`config.mk`:
```
export PLATFORM = sky130hd
export DESIGN_NAME = four_state_unsigned_divider_flat
export DESIGN_NICKNAME = d
export VERILOG_FILES = /design/src/hdl/fsud_pkg.sv /design/src/hdl/fsud_in_if.sv /design/src/hdl/fsud_out_if.sv /design/src/hdl/four_state_unsigned_divider.sv /design/src/hdl/fsud_cell.sv /design/src/flat_wrapper.sv
export VERILOG_INCLUDE_DIRS = /design/src /design/src/hdl
export SDC_FILE = /design/constraint.sdc
export NUM_CORES = 2
export LEC_CHECK = 0
export BUFFER_PORTS_ARGS = -buffer_cell sky130_fd_sc_hd__buf_4
export CAP_MARGIN = 40
export CORE_ASPECT_RATIO = 0.8
export CORE_MARGIN = 1
export CORE_UTILIZATION = 50
export CTS_CLUSTER_SIZE = 16
export DETAILED_ROUTE_END_ITERATION = 7
export PLACE_DENSITY_LB_ADDON = 0.2
export SLEW_MARGIN = 20
export SYNTH_ARGS = -nofsm -noshare
export SYNTH_HDL_FRONTEND = slang
export SYNTH_SLANG_ARGS = --single-unit
```
`constraint.sdc`:
```
create_clock -name clk -period 140.3 [get_ports clk]
set_clock_uncertainty 0.2 [all_clocks]
set_input_delay 28.06 -clock clk [delete_from_list [all_inputs] [get_ports clk]]
set_output_delay 28.06 -clock clk [all_outputs]
set_load 0.005 [all_outputs]
```
`src/hdl/assert_macros.svh`:
```
// Assertion macros shared by the divider RTL.
// Depends on nothing; included by the modules that carry assertions.
`ifndef ASSERT_MACROS_SVH
`define ASSERT_MACROS_SVH
`ifndef SYNTHESIS
// Clocked assertion that is switched off while reset is asserted.
`define FSUD_ASSERT(label, clk, rst_n, prop, msg) \
    label: assert property (@(posedge clk) disable iff (!rst_n) prop) else $error(msg);
// Clocked assertion that also holds during reset.
`define FSUD_ASSERT_ALWAYS(label, clk, prop, msg) \
    label: assert property (@(posedge clk) prop) else $error(msg);
`else
`define FSUD_ASSERT(label, clk, rst_n, prop, msg)
`define FSUD_ASSERT_ALWAYS(label, clk, prop, msg)
`endif
`endif

```
`src/hdl/fsud_pkg.sv`:
```
// Package for the four-state unsigned divider: widths, masks and the stage payload type.
// Depends on nothing; used by the interfaces, the cell and the top level.
package fsud_pkg;

    // Width of every port field.
    localparam int FIELD_W = 32;

    // Operand and result widths taking part in the division.
    localparam int DIVIDEND_WIDTH = 32;
    localparam int DIVISOR_WIDTH  = 32;
    localparam int QUOTIENT_WIDTH = 32;

    // Effective widths, capped at the port field width.
    localparam int DVD_W = (DIVIDEND_WIDTH < FIELD_W) ? DIVIDEND_WIDTH : FIELD_W;
    localparam int DVS_W = (DIVISOR_WIDTH < FIELD_W) ? DIVISOR_WIDTH : FIELD_W;
    localparam int QUO_W = (QUOTIENT_WIDTH < FIELD_W) ? QUOTIENT_WIDTH : FIELD_W;

    // One cell per dividend bit.
    localparam int NUM_CELLS = DVD_W;

    // Mask that keeps the low QUO_W bits of a quotient field.
    localparam logic [FIELD_W-1:0] QUO_MASK = FIELD_W'((64'd1 << QUO_W) - 64'd1);

    // Payload carried from cell to cell.
    // work holds the unconsumed dividend bits in its top and the quotient bits
    // developed so far in its bottom.
    typedef struct packed {
        logic [DVS_W-1:0] rem;
        logic [DVD_W-1:0] work;
        logic [DVS_W-1:0] divisor;
        logic             unknown;
    } stage_t;

endpackage

```
`src/hdl/fsud_in_if.sv`:
```
// Operand channel of the divider: valid/ready handshake with four-state operands.
// Depends on fsud_pkg for the field width.
interface fsud_in_if
    import fsud_pkg::*;
();
    logic               valid;
    logic               ready;
    logic [FIELD_W-1:0] dividend;
    logic [FIELD_W-1:0] dividend_unknown;
    logic [FIELD_W-1:0] divisor;
    logic [FIELD_W-1:0] divisor_unknown;

    modport source (
        output valid, dividend, dividend_unknown, divisor, divisor_unknown,
        input  ready
    );

    modport sink (
        input  valid, dividend, dividend_unknown, divisor, divisor_unknown,
        output ready
    );
endinterface

```
`src/hdl/fsud_out_if.sv`:
```
// Result channel of the divider: valid/ready handshake with quotient and unknown flag.
// Depends on fsud_pkg for the field width.
interface fsud_out_if
    import fsud_pkg::*;
();
    logic               valid;
    logic               ready;
    logic [FIELD_W-1:0] quotient;
    logic               result_unknown;

    modport source (
        output valid, quotient, result_unknown,
        input  ready
    );

    modport sink (
        input  valid, quotient, result_unknown,
        output ready
    );
endinterface

```
`src/hdl/four_state_unsigned_divider.sv`:
```
// Four-state unsigned divider: top level, a chain of restoring-division cells.
// Depends on fsud_pkg, fsud_in_if, fsud_out_if, fsud_cell and assert_macros.svh.

// The divider accepts one operand item per clock cycle unless the chain is
// stalled, and passes each item through one cell per dividend bit, each
// producing one quotient bit; the last cell serves as the output register.
// A stall on the result channel freezes the whole chain, so the operand
// channel is ready whenever the last cell is empty or its item is being taken.
// Any unknown operand bit, or a zero divisor, gives result_unknown set and a
// zero quotient.
`include "assert_macros.svh"

module four_state_unsigned_divider
    import fsud_pkg::*;
(
    input  logic       clk,
    input  logic       rst_n,
    fsud_in_if.sink    operands,
    fsud_out_if.source result
);

    logic   en;
    logic   cell_valid [0:NUM_CELLS];
    stage_t cell_stage [0:NUM_CELLS];
    stage_t first_stage;

    // The chain moves unless a finished item waits at the output.
    assign en             = !cell_valid[NUM_CELLS] || result.ready;
    assign operands.ready = en;

    // Mask operands to their widths and decide whether the result is unknown.
    always_comb
    begin
        first_stage.rem     = '0;
        first_stage.work    = operands.dividend[DVD_W-1:0];
        first_stage.divisor = operands.divisor[DVS_W-1:0];
        first_stage.unknown = (|operands.dividend_unknown[DVD_W-1:0])
                            || (|operands.divisor_unknown[DVS_W-1:0])
                            || (operands.divisor[DVS_W-1:0] == '0);
    end

    assign cell_valid[0] = operands.valid;
    assign cell_stage[0] = first_stage;

    // Row of division cells, one quotient bit each.
    for (genvar i = 0; i < NUM_CELLS; i++)
    begin : g_cell
        fsud_cell u_cell (
            .clk       (clk),
            .rst_n     (rst_n),
            .en        (en),
            .valid_in  (cell_valid[i]),
            .stage_in  (cell_stage[i]),
            .valid_out (cell_valid[i+1]),
            .stage_out (cell_stage[i+1])
        );
    end

    // Result item taken from the last cell.
    assign result.valid          = cell_valid[NUM_CELLS];
    assign result.result_unknown = cell_stage[NUM_CELLS].unknown;
    assign result.quotient       = cell_stage[NUM_CELLS].unknown ? '0
                                 : (FIELD_W'(cell_stage[NUM_CELLS].work) & QUO_MASK);

    // An accepted item occupies the first cell at the next edge.
    `FSUD_ASSERT(a_accept_fills_first, clk, rst_n,
        (operands.valid && operands.ready) |=> cell_valid[1],
        "divider: accepted item missing from the first cell")
    // A zero divisor marks the item unknown as soon as it enters the chain.
    `FSUD_ASSERT(a_zero_divisor_unknown, clk, rst_n,
        (operands.valid && operands.ready && (operands.divisor[DVS_W-1:0] == '0))
            |=> cell_stage[1].unknown,
        "divider: zero divisor not flagged unknown")
    // Nothing is accepted while a finished item is held back.
    `FSUD_ASSERT(a_no_accept_on_stall, clk, rst_n,
        (result.valid && !result.ready) |-> !operands.ready,
        "divider: operand accepted while the output is stalled")

endmodule

```
`src/hdl/fsud_cell.sv`:
```
// One cell of the divider chain: a single restoring compare-and-subtract step.
// Depends on fsud_pkg for stage_t and on assert_macros.svh.
`include "assert_macros.svh"

module fsud_cell
    import fsud_pkg::*;
(
    input  logic   clk,
    input  logic   rst_n,
    input  logic   en,
    input  logic   valid_in,
    input  stage_t stage_in,
    output logic   valid_out,
    output stage_t stage_out
);

    logic         valid_reg;
    logic         valid_next;
    stage_t       stage_reg;
    stage_t       stage_next;
    logic [DVS_W:0] trial;
    logic [DVS_W:0] divisor_ext;
    logic           fits;

    // Shift the next dividend bit into the partial remainder and try the subtract.
    always_comb
    begin
        trial       = {stage_in.rem, stage_in.work[DVD_W-1]};
        divisor_ext = {1'b0, stage_in.divisor};
        fits        = (trial >= divisor_ext);

        stage_next         = stage_in;
        stage_next.rem     = fits ? DVS_W'(trial - divisor_ext) : trial[DVS_W-1:0];
        stage_next.work    = {stage_in.work[DVD_W-2:0], fits};
        valid_next         = valid_in;
    end

    // Valid bit of the cell.
    always_ff @(posedge clk or negedge rst_n)
    begin
        if (!rst_n)
        begin
            valid_reg <= 1'b0;
        end
        else if (en)
        begin
            valid_reg <= valid_next;
        end
    end

    // Payload of the cell; no reset needed.
    always_ff @(posedge clk)
    begin
        if (en)
        begin
            stage_reg <= stage_next;
        end
    end

    assign valid_out = valid_reg;
    assign stage_out = stage_reg;

    // The partial remainder of a known division stays below the divisor.
    `FSUD_ASSERT(a_rem_below_divisor, clk, rst_n,
        (valid_reg && !stage_reg.unknown) |-> (stage_reg.rem < stage_reg.divisor),
        "fsud_cell: partial remainder not below divisor")
    // An item entering an enabled cell is held there at the next edge.
    `FSUD_ASSERT(a_valid_moves, clk, rst_n,
        (en && valid_in) |=> valid_reg,
        "fsud_cell: item lost on the way into the cell")
    // A stalled cell keeps its contents.
    `FSUD_ASSERT(a_stall_holds, clk, rst_n,
        !en |=> ($stable(valid_reg) && $stable(stage_reg)),
        "fsud_cell: cell changed while stalled")

endmodule
```
`src/flat_wrapper.sv`:
```
// flat-port wrapper written by rule: the top's interface ports become plain ports
module four_state_unsigned_divider_flat import fsud_pkg::*;
  (clk, rst_n, operands_valid, operands_dividend, operands_dividend_unknown, operands_divisor, operands_divisor_unknown, operands_ready, result_valid, result_quotient, result_result_unknown, result_ready);
  fsud_in_if operands_i ();
  fsud_out_if result_i ();
  input  logic clk;
  input  logic rst_n;
  input wire logic [$bits(operands_i.valid)-1:0] operands_valid;
  input wire logic [$bits(operands_i.dividend)-1:0] operands_dividend;
  input wire logic [$bits(operands_i.dividend_unknown)-1:0] operands_dividend_unknown;
  input wire logic [$bits(operands_i.divisor)-1:0] operands_divisor;
  input wire logic [$bits(operands_i.divisor_unknown)-1:0] operands_divisor_unknown;
  output wire logic [$bits(operands_i.ready)-1:0] operands_ready;
  output wire logic [$bits(result_i.valid)-1:0] result_valid;
  output wire logic [$bits(result_i.quotient)-1:0] result_quotient;
  output wire logic [$bits(result_i.result_unknown)-1:0] result_result_unknown;
  input wire logic [$bits(result_i.ready)-1:0] result_ready;
  assign operands_i.valid = operands_valid;
  assign operands_i.dividend = operands_dividend;
  assign operands_i.dividend_unknown = operands_dividend_unknown;
  assign operands_i.divisor = operands_divisor;
  assign operands_i.divisor_unknown = operands_divisor_unknown;
  assign operands_ready = operands_i.ready;
  assign result_valid = result_i.valid;
  assign result_quotient = result_i.quotient;
  assign result_result_unknown = result_i.result_unknown;
  assign result_i.ready = result_ready;
  four_state_unsigned_divider u_core (.clk(clk), .rst_n(rst_n), .operands(operands_i), .result(result_i));
endmodule
```
* Word-level counts from Yosys, hierarchy flattened *
Index checks and enable logic that the tools add are counted.

word-level totals
  register bits after elaboration = 3072

operators by class
  add/sub/neg operators = 31
  order comparisons = 32
  mux-type cells = 32
  reductions and logical operators = 7

operator list
  operator          count
  $ge 33x32->1      31
  $mux 32           31
  $sub 32x32->32    30
  $reduce_or 32->1  2
  $ge 1x32->1       1
  $logic_not 32->1  1
  $sub 1x32->32     1
  $logic_or 1x1->1  3
  $logic_not 1->1   1
  $mux 1            1

* Logic depth before layout (Yosys ltp) *
  depth in word-level cells = 3
  mapped depth = 16
  gate-level depth less buffers = 14

* By module *
A second synthesis with hierarchy kept.

unflattened totals
  cells, all modules = 14277
  area total of the unflattened synthesis = 165505.0 µm²

modules (own cells, without submodules)
  module                       instances  cells each  area each (µm²)
  fsud_cell                    32         444         5158.7
  four_state_unsigned_divider  1          69          426.7

* Worst setup path after synthesis *
OpenSTA, ideal clock, no wires.

  path kind = input-to-output
  from = in result_ready
  to = out operands_ready
  arrival = 110160 ps
  required time = 112040 ps
  setup slack = 1880 ps
  cell stages on the path = 3
  path through = nand2b_1 -> clkbuf_1 -> clkbuf_1

on the way
  word-level cells in the longest chain between the ends = 1

RTL lines
  what              RTL line                           RTL
  from (decl)       flat_wrapper.sv:17                 input wire logic [$bits(result_i.ready)-1:0] result_ready;
  $logic_or 1x1->1  four_state_unsigned_divider.sv:28  assign en = !cell_valid[NUM_CELLS] || result.ready;
  to (decl)         flat_wrapper.sv:13                 output wire logic [$bits(operands_i.ready)-1:0] operands_ready;

No other way between the ends.

* Worst setup path after layout *
Ends and elaborated chain as after synthesis.

==> metrics.md <==
| Metric | Value |
|---|---|
| Post_cts resized | `0` |
| Share of flip-flops with an asynchronous set or reset | `about 1.0%` |
| Startpoint types | `primary input` |
| Violated checks | `DRC` |
| Max-slew violations | `0` |
| Die area | `between 300,000 and 400,000 µm²` |
| Synth top area cells | `edfxtp_1 (59%), ha_1 (8.0%), a21oi_1 (3.0%), o21ai_0 (3.0%), inv_1 (3.0%)` |
| M1 GR Usage | `between 30% and 40%` |
| Post-Synth Adder-Cell Area | `about 8.4%` |
| Ys flop type | `edfxtp_1` |
| Buffers on Ports | `~170` |
| Synthesized net count | `around 14k` |
| 1st-pass router iterations | `8` |
| Area of the multi-input gates | `roughly 57,000 µm²` |
| Hold-fix buffers, CTS | `0` |
| Compound-cell area share of the yosys netlist | `a little over an eighth` |
| Worst-path clk slew | `0.06 ns` |
| Final wirelength | `346,000 µm` |
| FP Rows | `182` |
| Core footprint | `around 310,000 µm²` |
| All-layer global routing usage | `a little over a fifth` |
| FMAX | `between 15 and 20 MHz` |
| Met3 GRT Util | `between 2 and 3%` |
| CTS Root Cell | `clkbuf_16` |
| Syn-to-layout area delta | `11.0%` |
| Synth Area in XOR/XNOR | `under 10%` |
| Fin Setup TNS | `0 ns` |
| CTS tree | `done` |
| Layout cells sized above 1 | `about 8.9%` |
| Worst Path Max Fanout | `33` |
| DRC | `4` |
| Placer's final routability congestion estimate | `~0.91` |
| Max Cap Viol | `0` |
| GRT overflow | `0` |
| Slew margin rel. | `27.0%` |
| GRT busiest layer | `met2` |
| DR WL/cell | `roughly 20 µm` |
| Tcrit/Tclk final | `between 40% and 50%` |
| Mapped Area | `between 150,000 and 200,000 µm²` |
| Met2 Usage GRT | `between 30% and 40%` |
| WP data required | `112.04 ns` |
| Count of unique library cells instantiated by Yosys | `91` |
| Largest family of logic cells by synthesized area | `compound AO/OA/AOI/OAI gates` |
| FF+latch area | `between 90,000 and 100,000 µm²` |
| Initial antenna violation count | `8` |
| Post-synth top area share | `about three fifths` |
| ANT nets after route | `0` |
| First-pass GRT wire length | `roughly 530,000 µm` |
| Mean post-synth cell area | `between 10 and 15 µm²` |
| Die W | `roughly 620 µm` |
| Clk Latency, worst-skew pair | `~0.9 ns` |
| Vias | `about 98k` |
| Warnings from Yosys | `0` |
| Post-CTS setup buffers | `0` |
| Tmin final | `between 50 and 60 ns` |
| Least-Margin Pin Slew | `1.09 ns` |
| Initial Util | `50.3%` |
| Post-Synth Simple-Gate Area | `a little under 8%` |
| Vias in the first global route | `roughly 95k` |
| Setup CP Type | `in2out` |
| Final setup viols | `0` |
| CTS sink count | `3,072` |
| Sequential fraction of the synthesis area | `between 50% and 60%` |
| # fillers | `roughly 25k` |
| Cts bufs inserted | `roughly 320` |
| Worst EP arrival | `between 20 and 30 ns` |
| H-tree level count | `5` |
| Crit end category | `output pin` |
| I/O pins | `between 150 and 200` |
| Die Y | `500 µm` |
| HPWL Detailed | `about 250,000 µm` |
| Synth area leader | `edfxtp_1` |
| Status | `finished, violations left` |
| Cell count after synthesis | `12.6k` |
| Mux cell area share after synthesis | `under 10%` |
| RSZ-0062 raised after global routing | `no` |
| HP Class | `reg2reg` |
| Largest net degree at the start of global routing | `roughly 220` |
| Final hold vios | `0` |
| Vias/cell | `5.65` |
| Synthesized flop and latch total | `slightly above 3k` |
| DRT iter0 DRCs | `just under 8k` |
| Clock Tree Buf Depth | `4` |
| Final net count | `14.1k` |
| EDFF count, synth | `about 3.0k` |
## final timing paths
| check | startpoint | end | slack, ns | depth (start not counted) |
|---|---|---|---|---|
| worst min-delay path | u_core.g_cell[10].u_cell.stage_out[33] | u_core.g_cell[11].u_cell.stage_out[34] | 0.19 | 0 |
| max in group asynchronous | rst_n | u_core.g_cell[18].u_cell.valid_out | 112.69 | 1 |
| worst max-delay path | result_ready | operands_ready | 82.97 | 3 |
| worst min register to register | u_core.g_cell[10].u_cell.stage_out[33] | u_core.g_cell[11].u_cell.stage_out[34] | 0.19 | 0 |
| min in group asynchronous | rst_n | u_core.g_cell[2].u_cell.valid_out | 26.92 | 1 |
| worst max register to register | u_core.g_cell[31].u_cell.valid_out | u_core.g_cell[31].u_cell.stage_out[64] | 134.27 | 11 |
## per-layer routing
metal,up-vias,part of all wire [%]
met5,-,0
met4,0,2.7
met3,557,4.8
met2,2442,47
met1,47400,46
li1,47300,-
## cells in the final DEF, fill, tap and decap left out, types with 51 or more instances in the layout
cell type and n:
a211oi_1 81, a21o_1 526, a21oi_1 929, a31oi_1 84, and3_1 72, buf_4 228
clkbuf_1 51, clkbuf_16 326, clkinv_2 52, edfxtp_1 3040, ha_1 994, inv_1 1218
mux2_2 336, nand2_1 993, nand2b_1 116, nand3_1 188, nand4_1 160, nor2_1 486
nor2b_1 168, nor3_1 97, nor4_1 59, o21a_1 133, o21ai_0 918, o21bai_1 119
o31ai_1 72, xnor2_1 474, xor2_1 336
## synthesized netlist by cell type, drive strengths merged, types with 134 or more instances
library cell  instances
nand2               993
a21o                526
a21oi               932
o21ai               939
nor2b               168
clkbuf              257
edfxtp             3040
nor2                486
nand3               188
nand4               160
mux2                362
o21a                134
inv                1219
ha                  994
xnor2               474
xor2                336
## sequential cells by signal (all words and copies together) (netlist names)
name and cells:
u_core.g_cell.u_cell.valid_out 32, u_core.g_cell.u_cell.stage_out 3040
## logic make-up (layout without fill, tap and decap cells)
kind of cell	Yosys count	after routing
AOI/OAI and AO/OA	3286	3286
DFF	3072	3072
and+or+nand+nor	2541	2541
buffers and inverters	1514	2042
adders and majority gates	1024	1024
xor gates and xnor gates	810	810
muxes	388	388
other	0	3
## area by class of cell
| type | count | share of cell area (%) |
|---|---|---|
| Clock inverter | 179 | 1.08 |
| Sequential cell | 3072 | 53.6 |
| Tap cell | 4140 | 3.01 |
| Multi-Input combinational cell | 8049 | 33.3 |
| Timing Repair Buffer | 265 | 1.45 |
| Antenna cell | 3 | 0.00437 |
| Inverter | 1219 | 2.66 |
| Clock buffer | 379 | 4.87 |
## stage by stage
stage	worst slack, ns	utilization, %	std cells	area, µm²	hold slack, ns
detailed placement	82.93	52.4	16700	161000	0.205
global placement	82.94	52.3	16700	161000	0.201
global route	82.92	55.9	17300	172000	0.203
CTS	82.93	55.7	17300	171000	0.192
floorplan	1.88	-	12600	155000	0.200
finish	82.97	55.9	17300	172000	0.194
## critical path, stage by stage
cell      delay, ns
buf_4          0.11
nand2b_4       0.48
buf_4          0.34
Power is not shown: default switching activity piles up to over one toggle a cycle in this logic, so the estimate is an artifact.
